## config.mk

```make
export PLATFORM = sky130hd
export DESIGN_NAME = i2c_transfer_sequencer_core_flat
export DESIGN_NICKNAME = d
export VERILOG_FILES = /design/src/rtl/core/i2cts_pkg.sv /design/src/rtl/core/i2cts_ifs.sv /design/src/rtl/core/i2cts_regs.sv /design/src/rtl/core/i2cts_store.sv /design/src/rtl/core/i2cts_engine.sv /design/src/rtl/core/i2c_transfer_sequencer_core.sv /design/src/flat_wrapper.sv
export SDC_FILE = /design/constraint.sdc
export NUM_CORES = 1
export LEC_CHECK = 0
export BUFFER_PORTS_ARGS = -buffer_cell sky130_fd_sc_hd__buf_4
export CAP_MARGIN = 20
export CORE_MARGIN = 3
export CORE_UTILIZATION = 26
export DETAILED_ROUTE_END_ITERATION = 10
export GPL_TIMING_DRIVEN = 0
export PLACE_DENSITY = 0.46
export SLEW_MARGIN = 25
export SYNTH_ARGS = -nofsm -noshare
export SYNTH_HDL_FRONTEND = slang
export SYNTH_HIERARCHICAL = 1
export SYNTH_SLANG_ARGS = --single-unit
```

## constraint.sdc

```tcl
create_clock -name clk -period 4 [get_ports clk]
set_input_delay 0.2 -clock clk [delete_from_list [all_inputs] [get_ports clk]]
set_output_delay 0.2 -clock clk [all_outputs]
set_load 0.01 [all_outputs]
```

## src/rtl/core/i2cts_pkg.sv

```systemverilog
package i2cts_pkg;

	localparam int WRITE_DEPTH = 64;
	localparam int ADDR_W = (WRITE_DEPTH > 1) ? $clog2(WRITE_DEPTH) : 1;
	localparam int LP_W = $clog2(WRITE_DEPTH + 1);
	localparam int ISS_W = $clog2(WRITE_DEPTH + 256);

	localparam int WLEN_W = 7;
	localparam int RLEN_W = 8;
	localparam int TIMER_W = 20;
	localparam int WORD_W = 10;
	localparam int PADDR_W = 4;
	localparam int PDATA_W = 32;

	localparam logic [TIMER_W-1:0] TIMER_MAX = '1;
	localparam logic [TIMER_W-1:0] TIMEOUT_RESET = 20'd100000;
	localparam logic [WORD_W-1:0] WORD_READ = 10'h100;
	localparam logic [WORD_W-1:0] WORD_STOP = 10'h200;

	typedef enum logic [1:0] {
		CMD_LOAD  = 2'd0,
		CMD_START = 2'd1,
		CMD_POLL  = 2'd2
	} cmd_t;

	typedef enum logic [1:0] {
		OUTCOME_NONE    = 2'd0,
		OUTCOME_SUCCESS = 2'd1,
		OUTCOME_ERROR   = 2'd2
	} outcome_t;

	typedef enum logic [1:0] {
		REG_WRITE_LENGTH = 2'd0,
		REG_READ_LENGTH  = 2'd1,
		REG_IDLE_TIMEOUT = 2'd2
	} reg_idx_t;

	typedef struct packed {
		logic [WLEN_W-1:0]  write_length;
		logic [RLEN_W-1:0]  read_length;
		logic [TIMER_W-1:0] idle_timeout_ticks;
	} cfg_t;

	typedef struct packed {
		logic              we;
		logic [ADDR_W-1:0] waddr;
		logic [7:0]        wdata;
		logic [ADDR_W-1:0] raddr;
	} store_req_t;

endpackage

```

## src/rtl/core/i2cts_ifs.sv

```systemverilog
interface i2cts_item_if;
	logic       valid;
	logic       ready;
	logic [1:0] command;
	logic [7:0] load_byte;
	logic [7:0] rx_fifo_data;
	logic       rx_not_empty;
	logic       tx_not_full;
	logic       tx_empty;
	logic       master_active;
	logic       tx_abort;
	logic       tick;

	modport source(output valid, command, load_byte, rx_fifo_data, rx_not_empty,
		tx_not_full, tx_empty, master_active, tx_abort, tick, input ready);
	modport sink(input valid, command, load_byte, rx_fifo_data, rx_not_empty,
		tx_not_full, tx_empty, master_active, tx_abort, tick, output ready);
endinterface

interface i2cts_result_if;
	logic       valid;
	logic       ready;
	logic       fifo_write;
	logic [9:0] fifo_word;
	logic       fifo_read;
	logic [7:0] rx_byte;
	logic [7:0] rx_index;
	logic       finished;
	logic [1:0] outcome;
	logic [7:0] received_count;

	modport source(output valid, fifo_write, fifo_word, fifo_read, rx_byte, rx_index,
		finished, outcome, received_count, input ready);
	modport sink(input valid, fifo_write, fifo_word, fifo_read, rx_byte, rx_index,
		finished, outcome, received_count, output ready);
endinterface

```

## src/rtl/core/i2cts_regs.sv

```systemverilog
module i2cts_regs (
	input  logic                           clk,
	input  logic                           arst_n,
	input  logic                           psel,
	input  logic                           penable,
	input  logic                           pwrite,
	input  logic [i2cts_pkg::PADDR_W-1:0]  paddr,
	input  logic [i2cts_pkg::PDATA_W-1:0]  pwdata,
	output logic [i2cts_pkg::PDATA_W-1:0]  prdata,
	output logic                           pready,
	output i2cts_pkg::cfg_t                cfg
);

	i2cts_pkg::cfg_t       cfg_q;
	i2cts_pkg::reg_idx_t   idx;
	logic                  wr_en;

	assign idx    = i2cts_pkg::reg_idx_t'(paddr[3:2]);
	assign pready = 1'b1;
	assign wr_en  = psel && penable && pwrite && pready;
	assign cfg    = cfg_q;

	always_ff @(posedge clk or negedge arst_n) begin
		if (!arst_n) begin
			cfg_q.write_length       <= '0;
			cfg_q.read_length        <= '0;
			cfg_q.idle_timeout_ticks <= i2cts_pkg::TIMEOUT_RESET;
		end else if (wr_en) begin
			case (idx)
				i2cts_pkg::REG_WRITE_LENGTH: begin
					cfg_q.write_length <= pwdata[i2cts_pkg::WLEN_W-1:0];
				end
				i2cts_pkg::REG_READ_LENGTH: begin
					cfg_q.read_length <= pwdata[i2cts_pkg::RLEN_W-1:0];
				end
				i2cts_pkg::REG_IDLE_TIMEOUT: begin
					cfg_q.idle_timeout_ticks <= pwdata[i2cts_pkg::TIMER_W-1:0];
				end
				default: begin
				end
			endcase
		end
	end

	always_comb begin
		prdata = '0;
		case (idx)
			i2cts_pkg::REG_WRITE_LENGTH: begin
				prdata = i2cts_pkg::PDATA_W'(cfg_q.write_length);
			end
			i2cts_pkg::REG_READ_LENGTH: begin
				prdata = i2cts_pkg::PDATA_W'(cfg_q.read_length);
			end
			i2cts_pkg::REG_IDLE_TIMEOUT: begin
				prdata = i2cts_pkg::PDATA_W'(cfg_q.idle_timeout_ticks);
			end
			default: begin
				prdata = '0;
			end
		endcase
	end

endmodule

```

## src/rtl/core/i2cts_store.sv

```systemverilog
module i2cts_store (
	input  logic                   clk,
	input  i2cts_pkg::store_req_t  req,
	output logic [7:0]             head
);

	logic [7:0] mem [i2cts_pkg::WRITE_DEPTH];
	logic [7:0] head_q;

	assign head = head_q;

	// The read port always fetches the byte for the next command word, so the
	// engine sees it without a read latency. A write to that entry is forwarded.
	always_ff @(posedge clk) begin
		if (req.we) begin
			mem[req.waddr] <= req.wdata;
		end
		if (req.we && (req.waddr == req.raddr)) begin
			head_q <= req.wdata;
		end else begin
			head_q <= mem[req.raddr];
		end
	end

endmodule

```

## src/rtl/core/i2cts_engine.sv

```systemverilog
module i2cts_engine (
	input  logic                   clk,
	input  logic                   arst_n,
	input  i2cts_pkg::cfg_t        cfg,
	i2cts_item_if.sink             item,
	i2cts_result_if.source         result,
	output i2cts_pkg::store_req_t  store_req,
	input  logic [7:0]             store_head
);

	// Input register.
	logic                  valid_s1;
	i2cts_pkg::cmd_t       cmd_s1;
	logic [7:0]            load_byte_s1;
	logic [7:0]            rx_data_s1;
	logic                  rx_not_empty_s1;
	logic                  tx_not_full_s1;
	logic                  tx_empty_s1;
	logic                  master_active_s1;
	logic                  tx_abort_s1;
	logic                  tick_s1;

	// Transfer state.
	logic [i2cts_pkg::LP_W-1:0]    load_ptr_q;
	logic [i2cts_pkg::ISS_W-1:0]   issued_q;
	logic [7:0]                    got_q;
	logic [i2cts_pkg::TIMER_W-1:0] timer_q;
	logic                          busy_q;

	logic [i2cts_pkg::LP_W-1:0]    load_ptr_n;
	logic [i2cts_pkg::ISS_W-1:0]   issued_n;
	logic [7:0]                    got_n;
	logic [i2cts_pkg::TIMER_W-1:0] timer_n;
	logic                          busy_n;
	logic                          load_en;

	// Result register.
	logic                          res_valid_q;
	logic                          fifo_write_q;
	logic [i2cts_pkg::WORD_W-1:0]  fifo_word_q;
	logic                          fifo_read_q;
	logic [7:0]                    rx_byte_q;
	logic [7:0]                    rx_index_q;
	logic                          finished_q;
	logic [1:0]                    outcome_q;
	logic [7:0]                    received_count_q;

	logic                          fifo_write_c;
	logic [i2cts_pkg::WORD_W-1:0]  fifo_word_c;
	logic                          fifo_read_c;
	logic [7:0]                    rx_byte_c;
	logic [7:0]                    rx_index_c;
	logic                          finished_c;
	i2cts_pkg::outcome_t           outcome_c;

	logic                          advance;
	logic [i2cts_pkg::ISS_W-1:0]   wlen;
	logic [i2cts_pkg::ISS_W-1:0]   total;
	logic [i2cts_pkg::ISS_W-1:0]   wlen_raw;

	assign advance    = valid_s1 && (!res_valid_q || result.ready);
	assign item.ready = !valid_s1 || advance;

	assign wlen_raw = i2cts_pkg::ISS_W'(cfg.write_length);
	assign wlen     = (wlen_raw < i2cts_pkg::ISS_W'(i2cts_pkg::WRITE_DEPTH)) ?
		wlen_raw : i2cts_pkg::ISS_W'(i2cts_pkg::WRITE_DEPTH);
	assign total    = wlen + i2cts_pkg::ISS_W'(cfg.read_length);

	always_ff @(posedge clk or negedge arst_n) begin
		if (!arst_n) begin
			valid_s1 <= 1'b0;
		end else if (item.valid && item.ready) begin
			valid_s1 <= 1'b1;
		end else if (advance) begin
			valid_s1 <= 1'b0;
		end
	end

	always_ff @(posedge clk) begin
		if (item.valid && item.ready) begin
			cmd_s1           <= i2cts_pkg::cmd_t'(item.command);
			load_byte_s1     <= item.load_byte;
			rx_data_s1       <= item.rx_fifo_data;
			rx_not_empty_s1  <= item.rx_not_empty;
			tx_not_full_s1   <= item.tx_not_full;
			tx_empty_s1      <= item.tx_empty;
			master_active_s1 <= item.master_active;
			tx_abort_s1      <= item.tx_abort;
			tick_s1          <= item.tick;
		end
	end

	always_comb begin
		load_ptr_n   = load_ptr_q;
		issued_n     = issued_q;
		got_n        = got_q;
		timer_n      = timer_q;
		busy_n       = busy_q;
		load_en      = 1'b0;
		fifo_write_c = 1'b0;
		fifo_word_c  = '0;
		fifo_read_c  = 1'b0;
		rx_byte_c    = '0;
		rx_index_c   = '0;
		finished_c   = 1'b0;
		outcome_c    = i2cts_pkg::OUTCOME_NONE;
		case (cmd_s1)
			i2cts_pkg::CMD_LOAD: begin
				if (!busy_q && (load_ptr_q < i2cts_pkg::LP_W'(i2cts_pkg::WRITE_DEPTH))) begin
					load_en    = 1'b1;
					load_ptr_n = load_ptr_q + 1'b1;
				end
			end
			i2cts_pkg::CMD_START: begin
				load_ptr_n = '0;
				issued_n   = '0;
				got_n      = '0;
				timer_n    = '0;
				busy_n     = 1'b1;
			end
			i2cts_pkg::CMD_POLL: begin
				if (busy_q) begin
					// The tick is counted before any decision of this poll.
					if (tick_s1 && (timer_q != i2cts_pkg::TIMER_MAX)) begin
						timer_n = timer_q + 1'b1;
					end
					if ((got_q < cfg.read_length) && rx_not_empty_s1) begin
						fifo_read_c = 1'b1;
						rx_byte_c   = rx_data_s1;
						rx_index_c  = got_q;
						got_n       = got_q + 1'b1;
						timer_n     = '0;
					end else if (tx_abort_s1) begin
						finished_c = 1'b1;
						outcome_c  = i2cts_pkg::OUTCOME_ERROR;
						busy_n     = 1'b0;
					end else if (issued_q < total) begin
						if (tx_not_full_s1) begin
							fifo_word_c = (issued_q < wlen) ?
								i2cts_pkg::WORD_W'(store_head) : i2cts_pkg::WORD_READ;
							if ((issued_q + 1'b1) == total) begin
								fifo_word_c = fifo_word_c | i2cts_pkg::WORD_STOP;
							end
							fifo_write_c = 1'b1;
							issued_n     = issued_q + 1'b1;
							timer_n      = '0;
						end else if (!master_active_s1 &&
							(timer_n >= cfg.idle_timeout_ticks)) begin
							finished_c = 1'b1;
							outcome_c  = i2cts_pkg::OUTCOME_ERROR;
							busy_n     = 1'b0;
						end
					end else if (tx_empty_s1 && !master_active_s1) begin
						finished_c = 1'b1;
						outcome_c  = i2cts_pkg::OUTCOME_SUCCESS;
						busy_n     = 1'b0;
					end
				end
			end
			default: begin
			end
		endcase
	end

	always_comb begin
		store_req.we    = advance && load_en;
		store_req.waddr = load_ptr_q[i2cts_pkg::ADDR_W-1:0];
		store_req.wdata = load_byte_s1;
		store_req.raddr = advance ? issued_n[i2cts_pkg::ADDR_W-1:0] :
			issued_q[i2cts_pkg::ADDR_W-1:0];
	end

	always_ff @(posedge clk or negedge arst_n) begin
		if (!arst_n) begin
			load_ptr_q <= '0;
			issued_q   <= '0;
			got_q      <= '0;
			timer_q    <= '0;
			busy_q     <= 1'b0;
		end else if (advance) begin
			load_ptr_q <= load_ptr_n;
			issued_q   <= issued_n;
			got_q      <= got_n;
			timer_q    <= timer_n;
			busy_q     <= busy_n;
		end
	end

	always_ff @(posedge clk or negedge arst_n) begin
		if (!arst_n) begin
			res_valid_q <= 1'b0;
		end else if (advance) begin
			res_valid_q <= 1'b1;
		end else if (result.ready) begin
			res_valid_q <= 1'b0;
		end
	end

	always_ff @(posedge clk) begin
		if (advance) begin
			fifo_write_q     <= fifo_write_c;
			fifo_word_q      <= fifo_word_c;
			fifo_read_q      <= fifo_read_c;
			rx_byte_q        <= rx_byte_c;
			rx_index_q       <= rx_index_c;
			finished_q       <= finished_c;
			outcome_q        <= outcome_c;
			received_count_q <= got_n;
		end
	end

	assign result.valid          = res_valid_q;
	assign result.fifo_write     = fifo_write_q;
	assign result.fifo_word      = fifo_word_q;
	assign result.fifo_read      = fifo_read_q;
	assign result.rx_byte        = rx_byte_q;
	assign result.rx_index       = rx_index_q;
	assign result.finished       = finished_q;
	assign result.outcome        = outcome_q;
	assign result.received_count = received_count_q;

endmodule

```

## src/rtl/core/i2c_transfer_sequencer_core.sv

```systemverilog
// Sequences a combined I2C write-then-read transfer: load the write bytes, issue a start
// item, then send one poll item per controller status snapshot; each item yields exactly
// one result transaction, which is the command word to push, the receive byte taken,
// the end of the transfer, or no action. The block takes one item every clock while the
// result side accepts its results; each item passes the input register, then the result
// register. The 64-entry write byte memory has one registered read port that always holds
// the byte for the next command word, so no poll waits on a memory read.
module i2c_transfer_sequencer_core (
	input  logic                           clk,
	input  logic                           arst_n,
	i2cts_item_if.sink                     item,
	i2cts_result_if.source                 result,
	input  logic                           psel,
	input  logic                           penable,
	input  logic                           pwrite,
	input  logic [i2cts_pkg::PADDR_W-1:0]  paddr,
	input  logic [i2cts_pkg::PDATA_W-1:0]  pwdata,
	output logic [i2cts_pkg::PDATA_W-1:0]  prdata,
	output logic                           pready
);

	i2cts_pkg::cfg_t       cfg;
	i2cts_pkg::store_req_t store_req;
	logic [7:0]            store_head;

	i2cts_regs u_regs (
		.clk     (clk),
		.arst_n  (arst_n),
		.psel    (psel),
		.penable (penable),
		.pwrite  (pwrite),
		.paddr   (paddr),
		.pwdata  (pwdata),
		.prdata  (prdata),
		.pready  (pready),
		.cfg     (cfg)
	);

	i2cts_store u_store (
		.clk  (clk),
		.req  (store_req),
		.head (store_head)
	);

	i2cts_engine u_engine (
		.clk        (clk),
		.arst_n     (arst_n),
		.cfg        (cfg),
		.item       (item),
		.result     (result),
		.store_req  (store_req),
		.store_head (store_head)
	);

endmodule

```

## src/flat_wrapper.sv

```systemverilog
// flat-port wrapper written by rule: the top's interface ports become plain ports
module i2c_transfer_sequencer_core_flat 
  (clk, arst_n, psel, penable, pwrite, paddr, pwdata, prdata, pready, item_valid, item_command, item_load_byte, item_rx_fifo_data, item_rx_not_empty, item_tx_not_full, item_tx_empty, item_master_active, item_tx_abort, item_tick, item_ready, result_valid, result_fifo_write, result_fifo_word, result_fifo_read, result_rx_byte, result_rx_index, result_finished, result_outcome, result_received_count, result_ready);
  i2cts_item_if item_i ();
  i2cts_result_if result_i ();
  input  logic clk;
  input  logic arst_n;
  input  logic psel;
  input  logic penable;
  input  logic pwrite;
  input  logic [i2cts_pkg::PADDR_W-1:0] paddr;
  input  logic [i2cts_pkg::PDATA_W-1:0] pwdata;
  output logic [i2cts_pkg::PDATA_W-1:0] prdata;
  output logic pready;
  input wire logic [$bits(item_i.valid)-1:0] item_valid;
  input wire logic [$bits(item_i.command)-1:0] item_command;
  input wire logic [$bits(item_i.load_byte)-1:0] item_load_byte;
  input wire logic [$bits(item_i.rx_fifo_data)-1:0] item_rx_fifo_data;
  input wire logic [$bits(item_i.rx_not_empty)-1:0] item_rx_not_empty;
  input wire logic [$bits(item_i.tx_not_full)-1:0] item_tx_not_full;
  input wire logic [$bits(item_i.tx_empty)-1:0] item_tx_empty;
  input wire logic [$bits(item_i.master_active)-1:0] item_master_active;
  input wire logic [$bits(item_i.tx_abort)-1:0] item_tx_abort;
  input wire logic [$bits(item_i.tick)-1:0] item_tick;
  output wire logic [$bits(item_i.ready)-1:0] item_ready;
  output wire logic [$bits(result_i.valid)-1:0] result_valid;
  output wire logic [$bits(result_i.fifo_write)-1:0] result_fifo_write;
  output wire logic [$bits(result_i.fifo_word)-1:0] result_fifo_word;
  output wire logic [$bits(result_i.fifo_read)-1:0] result_fifo_read;
  output wire logic [$bits(result_i.rx_byte)-1:0] result_rx_byte;
  output wire logic [$bits(result_i.rx_index)-1:0] result_rx_index;
  output wire logic [$bits(result_i.finished)-1:0] result_finished;
  output wire logic [$bits(result_i.outcome)-1:0] result_outcome;
  output wire logic [$bits(result_i.received_count)-1:0] result_received_count;
  input wire logic [$bits(result_i.ready)-1:0] result_ready;
  assign item_i.valid = item_valid;
  assign item_i.command = item_command;
  assign item_i.load_byte = item_load_byte;
  assign item_i.rx_fifo_data = item_rx_fifo_data;
  assign item_i.rx_not_empty = item_rx_not_empty;
  assign item_i.tx_not_full = item_tx_not_full;
  assign item_i.tx_empty = item_tx_empty;
  assign item_i.master_active = item_master_active;
  assign item_i.tx_abort = item_tx_abort;
  assign item_i.tick = item_tick;
  assign item_ready = item_i.ready;
  assign result_valid = result_i.valid;
  assign result_fifo_write = result_i.fifo_write;
  assign result_fifo_word = result_i.fifo_word;
  assign result_fifo_read = result_i.fifo_read;
  assign result_rx_byte = result_i.rx_byte;
  assign result_rx_index = result_i.rx_index;
  assign result_finished = result_i.finished;
  assign result_outcome = result_i.outcome;
  assign result_received_count = result_i.received_count;
  assign result_i.ready = result_ready;
  i2c_transfer_sequencer_core u_core (.clk(clk), .arst_n(arst_n), .item(item_i), .result(result_i), .psel(psel), .penable(penable), .pwrite(pwrite), .paddr(paddr), .pwdata(pwdata), .prdata(prdata), .pready(pready));
endmodule
```

==> flow_summary.json <==
{
  "p_leak_nw": 12.0,
  "crit_fanout": 8,
  "setup_viol": 0,
  "routabilityCongestion": 0.887,
  "synth-edff-count": 575,
  "die_h_um": 338,
  "async_flop_share": 0.124,
  "grt_use_total": 0.145,
  "power.total_mw": 19.3,
  "crit_slowest_cell": "or4_4",
  "fillers": 10600,
  "port_buffers": 113,
  "final.setup_skew_ns": 0.0334,
  "critPathMaxStageDelay_ns": 0.53,
  "area_delta_synth_final_pct": 22.4,
  "grt_pass1_wl_um": 121000,
  "relSlewSlack": 0.290,
  "final_common_cell": "edfxtp_1",
  "synth-seq-area-share": 0.679,
  "grt_max_degree": 83,
  "synth_warnings": 6,
  "r2r_cells": 16,
  "post-route-period-util": 0.994,
  "worst-path-buf-inv": 2,
  "dieArea_um2": 114000,
  "grt_overflow": 0,
  "period_minus_slack_ns": 3.98,
  "post-place-ws_ns": -0.888,
  "syn_avg_cell_area_um2": 16.1,
  "crit_path_end_kind": "flop",
  "firstDrtPassIters": 7,
  "start_kind": "flop",
  "clock_latency_ns": 0.64,
  "htreeDepth": 3,
  "synth_top_flop_cell": "edfxtp_1",
  "remaining_drc_errors": 0,
  "synth_cells": 1780,
  "p_per_area_nw_per_um2": 551,
  "crit_family": "simple AND/OR/NAND/NOR gates",
  "rows": 121,
  "path_depth": 16,
  "synth_cell_types": 80,
  "cap_violations": 0,
  "wl_um": 83900,
  "clock_sinks": 663,
  "hold_violations": 0,
  "critical_path_class": "reg2reg",
  "cp_cell_sequence": "nor2b_4 > ha_4 > inv_2 > fa_2 > nor2b_4 > o311a_1 > or4_1 > o211ai_1 > ha_1 > nand2_1 > nor3_2 > o31a_1 > or4_4 > buf_6 > or4_4 > nand3_4",
  "die_x_um": 338,
  "fmax_mhz": 252,
  "synth-seq-cells": 663,
  "worstPathArrival_ns": 4.54,
  "slew_viol_final": 0,
  "worst-slew-pin-transition_ns": 1.07,
  "hold_slack_ns": 0.160,
  "coreArea_um2": 109000,
  "syn_area_um2": 28600,
  "io_pins": 141,
  "drt_iter0_drc": 1561,
  "wl_per_cell_um": 23.3,
  "tns_ns": 0,
  "viasPerCell": 4.78,
  "min_path_cells": 4,
  "nets": 2190,
  "ant_nets": 0,
  "worstHoldPathType": "in2reg",
  "grt_pass1_vias": 17400,
  "start_util": 0.262,
  "antenna_found_initial": 3,
  "status": "complete, no violations",
  "clk_path_buf_depth": 3,
  "vias": 17200,
  "clk_pin_slew_worst_paths_ns": 0.06,
  "rsz0062_at_grt": "true",
  "clk_root_buffer_cell": "clkbuf_16",
  "irDropWorstVdd_uv": 308,
  "drive_above_1_share": 0.266,
  "place_hpwl_um": 58700,
  "final_cell_mix": "edfxtp_1, buf_4, mux4_2",
  "timing.critical_path.required_ns": 4.56,
  "cts_tree": "done",
  "final.setup.worst_slack_ns": 0.0248,
  "cts-buffers-inserted": 73
}
-- worst min-delay path, delay by kind of cell --
family	cells	cell delay [ns]
multiplexers	1	0.23
AND/OR/NAND/NOR	2	0.19
buffers and inverters	1	0.11
-- registers in the layout, indices dropped and copies added, names as in the netlist, 2 cells and up, named ones only --
| signal | count |
|---|---|
| u_core/u_engine/timer_q | 20 |
| u_core/u_engine/result.outcome | 2 |
| u_core/u_engine/load_byte_s1 | 8 |
| u_core/u_engine/result.fifo_word | 10 |
| u_core/u_engine/cmd_s1 | 2 |
| u_core/u_engine/load_ptr_q | 7 |
| u_core/u_engine/result.rx_byte | 8 |
| u_core/u_store/mem | 512 |
| u_core/u_engine/rx_data_s1 | 8 |
| u_core/u_engine/issued_q | 9 |
| u_core/u_engine/got_q | 8 |
| u_core/u_regs/cfg | 35 |
| u_core/u_engine/result.received_count | 8 |
| u_core/u_engine/result.rx_index | 8 |
-- what timing repair did --
| action | CTS | global route |
|---|---|---|
| endpoints found under the setup margin | 48 | 80 |
| hold buffers | 48 | 0 |
| endpoints found under the hold margin | 137 | 0 |
| resized for setup | 20 | 40 |
| setup buffers | 8 | 8 |
| pin swaps | 4 | 12 |
-- power breakdown --
part | total (mW) | internal [mW] | leakage (nW) | switching, mW
combinational | 4.44 | 1.85 | 4.50 | 2.59
sequential | 8.10 | 7.80 | 6.28 | 0.300
clock | 6.78 | 3.90 | 1.20 | 2.88
total | 19.3 | 13.5 | 12.0 | 5.77
-- cell families (layout without fill, tap and decap cells) --
kind of cell | after synthesis | after routing | synth area share
simple gates | 455 | 455 | 0.0785
flops | 663 | 663 | 0.679
compound gates | 211 | 211 | 0.0526
xor+xnor | 39 | 39 | 0.0124
other cells | 2 | 15 | 0.000262
fa+ha+maj | 57 | 57 | 0.0252
buf+inv | 160 | 496 | 0.0280
mux | 193 | 193 | 0.124
-- metrics by stage --
| stage | cell area (um^2) | cells | util |
|---|---|---|---|
| after floorplan | 28700 | 1791 | - |
| after global placement | 31400 | 3380 | 0.288 |
| after detailed placement | 31800 | 3405 | 0.291 |
| after CTS | 34900 | 3596 | 0.319 |
| after global routing | 35100 | 3603 | 0.321 |
| final | 35100 | 3605 | 0.321 |
-- synth_stat cells, types with 11 or more instances --
master / number / area share
nor2b_1: 17 / 0.0037
ha_1: 56 / 0.024
o22ai_1: 26 / 0.0057
mux4_2: 124 / 0.097
nand2b_1: 11 / 0.0024
mux2_2: 29 / 0.011
a22o_1: 12 / 0.0037
mux2i_1: 32 / 0.011
nand3_1: 45 / 0.0079
or2_2: 12 / 0.0026
clkbuf_1: 45 / 0.0059
buf_4: 29 / 0.0076
nand4_1: 20 / 0.0044
a31oi_1: 13 / 0.0028
a21oi_1: 20 / 0.0035
nor3_1: 21 / 0.0037
and2_1: 30 / 0.0066
o211ai_1: 18 / 0.0047
inv_1: 55 / 0.0072
nor2_1: 129 / 0.017
dfrtp_1: 76 / 0.066
xnor2_1: 24 / 0.0073
o21ai_0: 45 / 0.0079
nand2_1: 104 / 0.014
xor2_1: 14 / 0.0043
buf_2: 19 / 0.0033
or3_1: 12 / 0.0026
edfxtp_1: 575 / 0.60
or4_1: 11 / 0.0029
-- layer usage --
metal  global-route usage  share of wire  up-vias  routed length [um]
li1                     -              -     7525                   -
met2                0.239           0.48      556               40200
met1                0.193           0.43     8990               35900
met5                    0        0.00015        -                  13
met3               0.0267          0.059      147                4930
met4               0.0488          0.034        2                2840
-- final timing paths --
path,from,to,slack [ns]
max in group asynchronous,arst_n,u_core/u_engine/timer_q[4],3.14
worst min-delay path,penable,u_core/u_regs/cfg[28],0.16
worst max-delay path,u_core/u_regs/cfg[28],u_core/u_engine/issued_q[3],0.02
worst min register to register,u_core/u_engine/load_ptr_q[6],u_core/u_engine/load_ptr_q[6],0.50
min in group asynchronous,arst_n,u_core/u_regs/cfg[13],0.22
worst max register to register,u_core/u_regs/cfg[28],u_core/u_engine/issued_q[3],0.02
-- layout make-up --
class / instances / area (um^2) / area share
Antenna cell: 2 / 5.00 / 0.000143
Buffer: 101 / 606 / 0.0173
Clock buffer: 86 / 1890 / 0.0538
Clock inverter: 50 / 549 / 0.0157
Inverter: 57 / 216 / 0.00617
Multi-Input combinational cell: 968 / 8650 / 0.247
Sequential cell: 663 / 19500 / 0.555
Tap cell: 1476 / 1850 / 0.0527
Timing Repair Buffer: 202 / 1870 / 0.0532
(Power assumes the default switching activity.)
